File: config.mk
export PLATFORM = sky130hd
export DESIGN_NAME = rrms_ctrl
export DESIGN_NICKNAME = d
export VERILOG_FILES = /design/src/rrms_pkg.sv /design/src/rrms_ctrl.sv
export SDC_FILE = /design/constraint.sdc
export NUM_CORES = 1
export LEC_CHECK = 0
export BUFFER_PORTS_ARGS = -buffer_cell sky130_fd_sc_hd__buf_2
export CAP_MARGIN = 10
export CELL_PAD_IN_SITES_DETAIL_PLACEMENT = 1
export CELL_PAD_IN_SITES_GLOBAL_PLACEMENT = 1
export CORE_MARGIN = 5
export CORE_UTILIZATION = 37
export DETAILED_ROUTE_END_ITERATION = 6
export PLACE_DENSITY = 0.85
export SETUP_SLACK_MARGIN = 0.02
export SLEW_MARGIN = 20
export SYNTH_ARGS = -nofsm -noshare
export SYNTH_HDL_FRONTEND = slang
export SYNTH_SLANG_ARGS = --single-unit
File: constraint.sdc
create_clock -name clk -period 4.3 [get_ports clk]
set_input_delay 0.86 -clock clk [delete_from_list [all_inputs] [get_ports clk]]
set_output_delay 0.86 -clock clk [all_outputs]
set_load 0.02 [all_outputs]
File: src/rrms_pkg.sv
package rrms_pkg;

    localparam int POINT_DEPTH_DEF = 1024;
    localparam int Y_BITS_DEF      = 16;
    localparam int VALUE_BITS_DEF  = 32;

    // fixed field widths of the channels
    localparam int ACTION_W = 2;
    localparam int RANK_W   = 10;
    localparam int PY_W     = 16;
    localparam int NEWV_W   = 32;
    localparam int BEST_W   = 32;

    localparam logic [ACTION_W-1:0] ACT_LOAD   = 2'd0;
    localparam logic [ACTION_W-1:0] ACT_QUERY  = 2'd1;
    localparam logic [ACTION_W-1:0] ACT_UPDATE = 2'd2;
    localparam logic [ACTION_W-1:0] ACT_UNUSED = 2'd3;

    typedef struct packed {
        logic take_item;
        logic clr_write;
        logic rmw_read;
        logic rmw_write;
        logic scan_read;
        logic out_load;
    } cmd_t;

    typedef struct packed {
        logic                item_valid;
        logic [ACTION_W-1:0] action;
        logic                rank_ok;
        logic                query_empty;
        logic                clr_last;
        logic                scan_last;
        logic                out_free;
    } sts_t;

endpackage

File: src/rrms_ctrl.sv
module rrms_ctrl (
    input  logic             clk,
    input  logic             rst_n,
    input  rrms_pkg::sts_t   sts,
    output rrms_pkg::cmd_t   cmd
);

    typedef enum logic [6:0] {
        S_CLEAR = 7'b0000001,
        S_IDLE  = 7'b0000010,
        S_RD    = 7'b0000100,
        S_WR    = 7'b0001000,
        S_SCAN  = 7'b0010000,
        S_FIN   = 7'b0100000,
        S_OUT   = 7'b1000000
    } state_t;

    state_t state_reg;
    state_t state_next;

    always_ff @(posedge clk or negedge rst_n)
    begin
        if (!rst_n)
        begin
            state_reg <= S_CLEAR;
        end
        else
        begin
            state_reg <= state_next;
        end
    end

    always_comb
    begin
        state_next = state_reg;
        cmd        = '0;
        case (state_reg)
            S_CLEAR:
            begin
                cmd.clr_write = 1'b1;
                if (sts.clr_last)
                begin
                    state_next = S_IDLE;
                end
            end
            S_IDLE:
            begin
                cmd.take_item = 1'b1;
                if (sts.item_valid)
                begin
                    case (sts.action)
                        rrms_pkg::ACT_LOAD, rrms_pkg::ACT_UPDATE:
                        begin
                            if (sts.rank_ok)
                            begin
                                state_next = S_RD;
                            end
                        end
                        rrms_pkg::ACT_QUERY:
                        begin
                            state_next = sts.query_empty ? S_OUT : S_SCAN;
                        end
                        default:
                        begin
                            state_next = S_IDLE;
                        end
                    endcase
                end
            end
            S_RD:
            begin
                cmd.rmw_read = 1'b1;
                state_next   = S_WR;
            end
            S_WR:
            begin
                cmd.rmw_write = 1'b1;
                state_next    = S_IDLE;
            end
            S_SCAN:
            begin
                cmd.scan_read = 1'b1;
                if (sts.scan_last)
                begin
                    state_next = S_FIN;
                end
            end
            S_FIN:
            begin
                state_next = S_OUT;
            end
            S_OUT:
            begin
                if (sts.out_free)
                begin
                    cmd.out_load = 1'b1;
                    state_next   = S_IDLE;
                end
            end
            default:
            begin
                state_next = S_CLEAR;
            end
        endcase
    end

endmodule

Word level (Yosys, flattened, before mapping). Index checks and enable logic that the tools add are counted.

Bits in read-only memories: 0. Latch bits: 0. RAM bits: 0. Memories kept: 0. Register bits after elaboration: 7.

Bitwise gates (word level): 0. Equal/unequal tests: 14. Div/mod/pow operators: 0. Multiplexer cells: 15. Multiply operators: 0. Shift-type cells: 0. Reductions and logical operators: 3. Add/sub/neg operators: 0. $lt $le $gt $ge: 0.

Operator list (count): $pmux 7 s7 (1); $mux 7 (6); $pmux 7 s2 (1); $ne 2x2->1 const B (4); $eq 7x1->1 const B (1); $eq 7x2->1 const B (1); $eq 7x3->1 const B (1); $eq 7x4->1 const B (1); $eq 7x5->1 const B (1); $eq 7x6->1 const B (1); $eq 7x7->1 const B (1); $mux 1 (7); $reduce_and 5->1 (1); $ne 3x3->1 const B (1); $eq 2x1->1 const B (1); $eq 2x2->1 const B (1); $logic_not 2->1 (1); $reduce_or 2->1 (1).

Depth between registers and ports, before layout. Gate-level depths: netlist of the first run.

Word-level depth: 5. Mapped depth: 6. Gate-level depth less buffers: 5.

Worst setup path after synthesis of the first run. Ideal clock, no wire load.

Path type: reg-to-output. Start: register state_reg[5]. End: output port cmd[2] (netlist bit). Stages on the path, launching flop included: 5. Path buffers: 1. Arrival: 1.814 ns. Path slack: 1.626 ns. Cell sequence: dfrtp_1 > clkbuf_1 > or3_1 > or3_1 > nor3b_1.

RTL lines: from (decl) (RTL line rrms_ctrl.sv:18) `state_t state_reg;`; from (signal assigned) (RTL line rrms_ctrl.sv:29) `state_reg <= state_next;`; to (decl) (RTL line rrms_ctrl.sv:5) `output rrms_pkg::cmd_t cmd`.

==> metrics, run 1 <==
status complete, no violations; Req. time, crit path 3440 ps; Placed Area 593.1 um2; # H-tree levels 1; Ant. Diodes 0; initial antenna violation count 0; clock skew 10.69 ps; Data arrival, critical path 2160 ps; GRT Overall Usage 15.69%; Largest register FFs 7; Ys Warns 0; Initial Utilization 40.24%; Initial DRC Count 1; Final TNS setup 0 ps; Slew Viols, Final 0; Fmax achieved 331.5 MHz; critical-path cell list or4_4, or4b_4, inv_1, buf_2; asr flop ratio synth 100.0%; total CTS buffers 3; overall routed net length 1417 um; RSZ-0062 raised after global routing no; Worst VDD drop 0.0002148 V; HPWL after DPL 1127 um; share of post-route cells with drive strength above 1 28.57%; final setup fails 0; largest net degree at the start of global routing 15; Placed Cells 88; global-route wire length before repair 2366 um; clk buf depth 2; RePlAce Congestion 0.7629; total power 335.2 uW; vias 531; Min Hold Slack 418.2 ps; Clock Sinks 7; non-filler cells, final 92; # port buffers 15; cell row count 13; Post-synth EDFFs 0; Worst Path Max Fanout 11; Syn Inst Count 65; Syn Std Cell Area 536.8 um2; Yosys cell types 28; syn_nets 75; Place WS 1584 ps; Synth Flop Type dfrtp_1; wire length per cell 15.40 um; Resize count post-CTS 0; vias per cell 5.772; Clock transition at path regs 60 ps; Pre-antenna DRT Iters 2; clock share of power 19.0%; CP startpoint kind flop; combinational fraction of design power 45.2%; part of the cycle the worst path needs 70.14%; leak pwr 0.2893 nW; I/O pin cnt 16; post-route cell area 619.3 um2; Reg power frac 35.8%; relative slew slack 43.51%; Core Region 0.001334 mm2; final net count 88; Hold WC Path Type in2async; Yosys top cell by area dfrtp_1; Seq/Total Area, Yosys 32.87%; grt ovf 0; top-area cell type share of the netlist area 27.97%; CP max stage cell or4_4; final hold violation count 0; Crit. End Element primary output; Synth top cells by count dfrtp_1 (6), nor2_1 (6), nor3_1 (6), o21ai_0 (6), clkbuf_1 (5); fin crit period 3016 ps; top cells by area, synth dfrtp_1 (28%), nor3_1 (5.6%), o21ai_0 (5.6%), dfstp_2 (4.9%), nand4b_1 (4.9%); synthesis-stage register bit count 7; internal power 186.7 uW; number of global-route vias before repair 516; Tightest Pin Transition 841.6 ps; Die W 48.09 um; Worst Setup Path Type reg2out; CTS tree built; # Max-Cap Violations 0; Net Sw Power 148.5 uW; syn_area_per_cell 8.258 um2; Pwr per Cell Area 541.3 mW/mm2; clk root buf clkbuf_4; Remaining DRCs 0; die area 0.002313 mm2; post-CTS setup buffers 0; Worst path max stage delay 570 ps; Die H 48.09 um; Sw Share 44.30%; area grow syn2layout 15.38%; # hold bufs at CTS 0; clock latency on the worst-skew pair 260 ps; worst setup margin 1284 ps; Final ANT Viol Nets 0; post-layout util 46.44%
-- layout by cell type (no fill, tap or decap), types with 2 or more instances in the layout --
master     n
xor2_1     2
nor2_1     6
nand4b_1   3
or3_1      3
clkbuf_4   3
inv_1      3
xnor2_1    2
nand3_1    2
dfrtp_1    6
nand2_1    4
nor3_1     6
buf_2     15
o21ai_0    6
o22ai_1    2
-- critical path, delay by kind of cell (launching register included) --
kind	cells	cell delay [ps]
simple gates	2	1130
flops	1	510
buf+inv	2	250
-- area by class of cell --
type	count	area, um2
multi-input combinational	48	311.5
timing repair buffer	15	75.07
fill	170	714.4
tap	15	18.77
sequential	7	176.4
inverter	3	11.26
clock buffer	4	26.28
-- per-layer routing --
layer | GRT usage, % | wire length (um) | up-vias
li1 | - | - | 257
met1 | 19.11 | 639 | 257
met2 | 24.01 | 682 | 11
met3 | 3.321 | 38 | 6
met4 | 11.83 | 57 | 0
met5 | 0 | 0 | -
-- path summary, 6_finish.rpt --
check | start | end | slack [ps] | depth (start not counted)
setup reg to reg | state_reg[6]$_DFFE_PN0P_ | state_reg[4]$_DFFE_PN0P_ | 1980 | 4
hold reg to reg | state_reg[0]$_DFFE_PN1P_ | state_reg[0]$_DFFE_PN1P_ | 590 | 1
max in group asynchronous | rst_n | state_reg[0]$_DFFE_PN1P_ | 3640 | 1
hold / removal | rst_n | state_reg[2]$_DFFE_PN0P_ | 420 | 1
setup / recovery | state_reg[6]$_DFFE_PN0P_ | cmd[5] | 1280 | 4
min in group clk | state_reg[0]$_DFFE_PN1P_ | state_reg[0]$_DFFE_PN1P_ | 590 | 1
-- logic make-up after synthesis --
kind of cell | Yosys count | synth area share [%]
compound gates | 12 | 14.92
xor+xnor | 4 | 6.528
buf+inv | 10 | 9.092
flops | 7 | 32.87
mux | 1 | 1.865
simple gates | 31 | 34.73
-- power groups by stage --
| stage | registers [mW] | clock network (mW) | logic, mW |
|---|---|---|---|
| 6_report | 0.120 | 0.0638 | 0.151 |
| 5_1_grt | 0.124 | 0.0693 | 0.168 |
| 4_1_cts | 0.119 | 0.0656 | 0.154 |
| 3_5_place_dp | 0.121 | 0 | 0.153 |
| 3_3_place_gp | 0.118 | 0 | 0.151 |
| 2_1_floorplan | 0.0914 | 0 | 0.139 |
Power figures use the tool's default switching activity.
==> inputs of run 2 (changes only) <==
--- a/config.mk
+++ b/config.mk
@@ -5,14 +5,15 @@
 export SDC_FILE = /design/constraint.sdc
 export NUM_CORES = 1
 export LEC_CHECK = 0
+export ABC_AREA = 1
 export BUFFER_PORTS_ARGS = -buffer_cell sky130_fd_sc_hd__buf_2
 export CAP_MARGIN = 10
 export CELL_PAD_IN_SITES_DETAIL_PLACEMENT = 1
 export CELL_PAD_IN_SITES_GLOBAL_PLACEMENT = 1
 export CORE_MARGIN = 5
-export CORE_UTILIZATION = 37
+export CORE_UTILIZATION = 29
 export DETAILED_ROUTE_END_ITERATION = 6
-export PLACE_DENSITY = 0.85
+export PLACE_DENSITY = 0.76
 export SETUP_SLACK_MARGIN = 0.02
 export SLEW_MARGIN = 20
 export SYNTH_ARGS = -nofsm -noshare
==> constraint.sdc (replaced) <==
create_clock -name clk -period 2.62 [get_ports clk]
set_input_delay 0.524 -clock clk [delete_from_list [all_inputs] [get_ports clk]]
set_output_delay 0.524 -clock clk [all_outputs]
set_load 0.02 [all_outputs]
==> run 2 against run 1 <==
Against the previous run: clock power rose by 51%; non-clock buffer count did not move; power rose by 61%; sequential power rose by 32%; worst hold slack got worse by 320 ps; flip-flop and latch count did not move; critical endpoint is now cmd[3].
==> metrics, run 2 <==
status complete, no violations; Data arrival, critical path 1490 ps (-670 ps); Pwr per Cell Area 789.9 mW/mm2 (+46%); Final TNS setup 0 ps (unchanged); Post-Route M1 WL 672 um (+5.2%); vias 593 (+12%); clk root buf clkbuf_4; final net count 118 (+34%); most frequent cells in the layout nand2_1 (25), nor2_1 (15), buf_2 (15); total power 538.6 uW (+61%); HPWL after DPL 1272 um (+13%); Synth Area in Simple Gates 53.03% (+18 points); synthesis-stage register bit count 7 (unchanged); post-CTS setup buffers 0 (unchanged); I/O pin cnt 16 (unchanged); number of global-route vias before repair 591 (+15%); vias per cell 4.492 (-22%); Synth Area in Compound Gates 1.798% (-13 points); relative slew slack 80.03% (+37 points); clock latency on the worst-skew pair 240 ps (-20 ps); Worst Path Max Fanout 5 (-6); CP startpoint kind flop; FF-to-FF End state_reg[6]$_DFFE_PN0P_; asr flop ratio synth 100.0% (unchanged); die area 0.002896 mm2 (+25%); syn_nets 99 (+32%); Die W 53.82 um (+12%); Pre-antenna DRT Iters 4 (+2); Hold WC Path Type in2async; top-area cell type share of the netlist area 26.97% (-1.0 points); Yosys top cell by area dfrtp_1; WL met2 790 um (+16%); post-synthesis mux area share 0% (-1.9 points); # H-tree levels 1 (unchanged); final setup fails 0 (unchanged); # Max-Cap Violations 0 (unchanged); RSZ-0062 raised after global routing no; Syn Std Cell Area 556.8 um2 (+3.7%); Core Region 0.001783 mm2 (+34%); critical-path cell list inv_2, nand2_2, nor2_2, nand3_1, inv_1, buf_2; critical path depth 6 (+2); initial antenna violation count 0 (unchanged); Remaining DRCs 0 (unchanged); # port buffers 15 (unchanged); share of post-route cells with drive strength above 1 34.58% (+6.0 points); Initial Utilization 31.23% (-9.0 points); post-layout util 38.25% (-8.2 points); Post-synth EDFFs 0 (unchanged); fin crit period 2010 ps; Reg-to-Reg Start state_reg[6]$_DFFE_PN0P_; DR top layer met3; Synth Area in XOR/XNOR 0% (-6.5 points); syn_area_per_cell 6.256 um2 (-24%); cell row count 15 (+2); GRT Overall Usage 11.94% (-3.7 points); count leader, synth nand2_1; Ys Warns 0 (unchanged); Critical Path Start state_reg[6]$_DFFE_PN0P_; most common cell after layout, fill and taps aside nand2_1; area grow syn2layout 22.47%; leak pwr 0.4263 nW (+47%); Req. time, crit path 2100 ps (-1340 ps); RePlAce Congestion 0.7891 (+3.4%); Syn Inst Count 89 (+37%); buffers and inverters on the worst path 3 (+1); Worst Setup Path Type reg2out; met3 WL 42 um (+11%); top cells by area, synth dfrtp_1 (27%), nand2_1 (17%), nor2_1 (10%), inv_1 (8.1%), nand3_2 (7.2%); global-route wire length before repair 2497 um (+5.5%); critical path's top delay family simple AND/OR/NAND/NOR gates; overall routed net length 1505 um (+6.2%); Resize count post-CTS 0 (unchanged); Min Hold Slack 102.5 ps (-315.7 ps); Seq/Total Area, Yosys 31.69% (-1.2 points); Worst VDD drop 0.0003959 V (+84%); Yosys cell types 15 (-46%); largest net degree at the start of global routing 8 (-7); Final ANT Viol Nets 0 (unchanged); Worst path max stage delay 420 ps (-150 ps); # hold bufs at CTS 0 (unchanged); Ant. Diodes 0 (unchanged); clock skew 0.6862 ps (-10.01 ps); Critical Path End cmd[3]; grt ovf 0 (unchanged); final hold violation count 0 (unchanged); R2R setup slack 1260 ps (-720 ps); wire length per cell 11.40 um (-26%); clk buf depth 2 (unchanged); Initial DRC Count 4 (+3); Crit. End Element primary output; Synth top cells by count nand2_1 (25), nor2_1 (15), inv_1 (12); total CTS buffers 3 (unchanged); Adder-Cell Fraction of Synth Area 0% (unchanged); part of the cycle the worst path needs 76.71%; Clock transition at path regs 50 ps (about the same); Fmax achieved 497.6 MHz; R2R cell count 8 (+4); Clock Sinks 7 (unchanged); Tightest Pin Transition 299.2 ps (-542.4 ps); Largest register FFs 7 (unchanged); main combinational cell family by area after synthesis simple AND/OR/NAND/NOR gates; Synth Flop Type dfrtp_1; CTS tree built; Die H 53.82 um (+12%); CP max stage cell dfrtp_1; Slew Viols, Final 0 (unchanged)
[run 2: changes by cell type in the layout (fill, tap and decap cells not counted), moves of 3 or more]
cell | before | now
nand2_1 | 4 | 25
inv_1 | 3 | 12
nor2_1 | 6 | 15
inv_2 | 0 | 6
o21ai_0 | 6 | 1
nand3_1 | 2 | 6
nand3_2 | 0 | 4
nand2_2 | 0 | 3
nand4b_1 | 3 | 0
nor2_2 | 0 | 3
nor3_1 | 6 | 3
or3_1 | 3 | 0
[run 2: worst min path at each step]
stage	start	end	slack (ps)	cells past startpoint
finish	rst_n	state_reg[6]$_DFFE_PN0P_	100	1
global route	rst_n	state_reg[3]$_DFFE_PN0P_	100	1
CTS	rst_n	state_reg[2]$_DFFE_PN0P_	100	1
detailed placement	rst_n	state_reg[2]$_DFFE_PN0P_	360	1
global placement	rst_n	state_reg[3]$_DFFE_PN0P_	360	1
floorplan	rst_n	state_reg[1]$_DFFE_PN0P_	230	0
[run 2: per-stage QoR]
| stage | cells | instance area (um2) | setup WS [ps] |
|---|---|---|---|
| 6_report | 132 | 681.9 | 610.3 |
| 5_1_grt | 132 | 681.9 | 512.2 |
| 3_3_place_gp | 128 | 655.6 | 895.4 |
| 3_5_place_dp | 128 | 655.6 | 876.4 |
| 2_1_floorplan | 89 | 556.8 | 1005 |
| 4_1_cts | 132 | 681.9 | 595.0 |
[run 2: kinds of logic after synthesis]
| logic type | Yosys count |
|---|---|
| AOI/OAI and AO/OA | 2 |
| buffers and inverters | 19 |
| DFF | 7 |
| and+or+nand+nor | 61 |
[run 2: cell type report]
type,count,area (um2)
fillers,254,1101
multi-input cells,63,305.3
flip-flops and latches,7,176.4
repair buffers,15,75.07
inverters,18,67.56
well taps,25,31.28
clock buffers,4,26.28
[run 2: layer usage]
metal | GRT usage, % | up-vias
li1 | - | 300
met1 | 14.98 | 281
met2 | 21.37 | 12
met3 | 0 | 0
met4 | 5.106 | 0
met5 | 0 | -
[run 2: where the power goes]
group	switching (mW)	internal, mW	total, mW	leakage [nW]
Sequential	0.0216	0.136	0.158	0.0925
Combinational	0.193	0.0916	0.285	0.319
Clock	0.0384	0.0580	0.0965	0.0150
==> inputs of run 3 (changes only) <==
--- a/config.mk
+++ b/config.mk
@@ -5,15 +5,15 @@
 export SDC_FILE = /design/constraint.sdc
 export NUM_CORES = 1
 export LEC_CHECK = 0
-export ABC_AREA = 1
+export ABC_AREA = 0
 export BUFFER_PORTS_ARGS = -buffer_cell sky130_fd_sc_hd__buf_2
 export CAP_MARGIN = 10
 export CELL_PAD_IN_SITES_DETAIL_PLACEMENT = 1
 export CELL_PAD_IN_SITES_GLOBAL_PLACEMENT = 1
 export CORE_MARGIN = 5
-export CORE_UTILIZATION = 29
+export CORE_UTILIZATION = 31
 export DETAILED_ROUTE_END_ITERATION = 6
-export PLACE_DENSITY = 0.76
+export PLACE_DENSITY = 0.77
 export SETUP_SLACK_MARGIN = 0.02
 export SLEW_MARGIN = 20
 export SYNTH_ARGS = -nofsm -noshare
==> constraint.sdc (replaced) <==
create_clock -name clk -period 1.7 [get_ports clk]
set_input_delay 0.34 -clock clk [delete_from_list [all_inputs] [get_ports clk]]
set_output_delay 0.34 -clock clk [all_outputs]
set_load 0.02 [all_outputs]
==> run 3 against run 2 <==
Against the previous run: the run now ends with setup timing left; routed wire length increased by 35%; power increased by 150%; sequential share of layout area decreased by 6.9 points; first-iteration DRC count increased by 50%; count of clock-buffer cells in the layout unchanged; largest cell class unchanged.
==> metrics, run 3 (same netlist as run 1, synthesis figures left out) <==
status finished, violations left; failing checks setup timing; Slew Viols, Final 0 (unchanged); final setup fails 11 (+11); fin crit period 2283 ps; leak pwr 0.4342 nW (+1.8%); part of the cycle the worst path needs 134.3%; # Max-Cap Violations 0 (unchanged); grt ovf 0 (unchanged); Die H 51.61 um (-4.1%); Place WS -433.7 ps (-1310 ps); Crit. End Element primary output; Worst VDD drop 0.0005516 V (+39%); relative slew slack 81.00% (+0.97 points); CTS tree built; total CTS buffers 3 (unchanged); cell row count 15 (unchanged); Ant. Diodes 0 (unchanged); overall routed net length 2037 um (+35%); largest net degree at the start of global routing 14 (+6); I/O pin cnt 16 (unchanged); Tightest Pin Transition 281.9 ps (-17.22 ps); Core Region 0.001689 mm2 (-5.3%); die area 0.002664 mm2 (-8.0%); Initial Utilization 31.78% (+0.55 points); Critical Path Start state_reg[0]$_DFFE_PN1P_; wire length per cell 17.12 um (+50%); clock latency on the worst-skew pair 270 ps (+30 ps); vias per cell 5.563 (+24%); Req. time, crit path 1360 ps (-740 ps); clock skew 3.410 ps (+2.723 ps); CP startpoint kind flop; non-filler cells, final 119 (-9.8%); Die W 51.61 um (-4.1%); Reg-to-Reg Start state_reg[0]$_DFFE_PN1P_; Remaining DRCs 0 (unchanged); Final TNS setup -3333 ps (-3333 ps); clk buf depth 2 (unchanged); Fmax achieved 438.1 MHz; final net count 113 (-4.2%); Clock Sinks 7 (unchanged); most common cell after layout, fill and taps aside buf_4; Clock transition at path regs 60 ps (about the same); share of post-route cells with drive strength above 1 56.86% (+22 points); hold_sp sts[1]; vias 662 (+12%); Placed Cells 102 (-20%); initial antenna violation count 0 (unchanged); clk root buf clkbuf_4; critical-path cell list or4_4, or4b_4, inv_4, buf_6; Data arrival, critical path 1940 ps (+450 ps); HPWL after DPL 1242 um (-2.4%); global-route wire length before repair 3312 um (+33%); Worst Setup Path Type reg2out; critical path's top delay family simple AND/OR/NAND/NOR gates; Pre-antenna DRT Iters 2 (-2); # H-tree levels 1 (unchanged); total power 1.342 mW (+150%); area grow syn2layout 73.43%; Initial DRC Count 6 (+2); worst setup margin -582.5 ps (-1193 ps); number of global-route vias before repair 695 (+18%); Pwr per Cell Area 1441 mW/mm2 (+82%); most frequent cells in the layout buf_4 (22), buf_2 (9), buf_6 (8); Final ANT Viol Nets 0 (unchanged); GRT Overall Usage 17.95% (+6.0 points); Worst path max stage delay 570 ps (+150 ps); RePlAce Congestion 0.7651 (-3.0%); # port buffers 15 (unchanged); Hold WC Path Type in2reg; buffers and inverters on the worst path 2 (-1); RSZ-0062 raised after global routing yes; final hold violation count 0 (unchanged); Largest register FFs 7 (unchanged); CP max stage cell or4b_4; Worst Path Max Fanout 3 (-2)
==> run 3: changes by cell type in the layout (fill, tap and decap cells not counted), moves of 3 or more <==
cell | previous run | this run
buf_2 | 15 | 9
nand4b_1 | 0 | 3
buf_6 | 0 | 8
buf_4 | 0 | 22
nand2_1 | 25 | 3
nor2_2 | 3 | 0
nor2_1 | 15 | 6
nand3_1 | 6 | 2
inv_1 | 12 | 2
inv_2 | 6 | 0
o21ai_0 | 1 | 5
nor3_2 | 0 | 4
nand3_2 | 4 | 0
==> run 3: power by group <==
part / total (mW) / switching, mW / internal [mW] / leakage (nW)
sequential: 0.225 / 0.0164 / 0.209 / 0.0925
combinational: 0.952 / 0.453 / 0.498 / 0.327
clock: 0.165 / 0.0743 / 0.0904 / 0.0150
total: 1.34 / 0.544 / 0.798 / 0.434
==> run 3: final timing paths <==
kind                                       endpoint  slack [ps]  cells past startpoint
max in group asynchronous  state_reg[0]$_DFFE_PN1P_        1030                      2
setup reg to reg           state_reg[4]$_DFFE_PN0P_        -550                      4
hold / removal             state_reg[4]$_DFFE_PN0P_         290                      2
hold reg to reg            state_reg[0]$_DFFE_PN1P_         680                      2
min in group asynchronous  state_reg[2]$_DFFE_PN0P_         440                      2
setup / recovery                             cmd[5]        -580                      4
==> run 3: through the flow <==
stage                     hold slack, ps  area (um2)  util [%]
final                              294.3       930.9     55.11
after global routing               295.7       930.9     55.11
after CTS                          286.8       878.3     52.00
after detailed placement           183.2       711.9     42.15
after global placement             175.3       711.9     42.15
after floorplan                    44.41       563.0         -
==> run 3: repair_timing <==
action	4_1_cts	5_1_grt
hold buffers	1	0
pin swaps	5	7
endpoints found under the setup margin	10	12
resized for setup	21	5
setup buffers	7	6
endpoints found under the hold margin	6	0
==> run 3: layer usage <==
metal  track usage (%)  vias to the layer above  share of wire [%]
met4             13.54                        0                3.2
met5                 0                        -                  0
li1                  -                      309                  -
met2             29.45                       11                 54
met3             4.298                        4                3.2
met1             19.89                      338                 40
==> run 3: cell type report <==
| type | count | area, um2 |
|---|---|---|
| repair buffers | 40 | 310.3 |
| fillers | 202 | 758.2 |
| flip-flops and latches | 7 | 176.4 |
| multi-input cells | 48 | 382.9 |
| clock buffers | 4 | 26.28 |
| inverters | 3 | 13.76 |
| well taps | 17 | 21.27 |
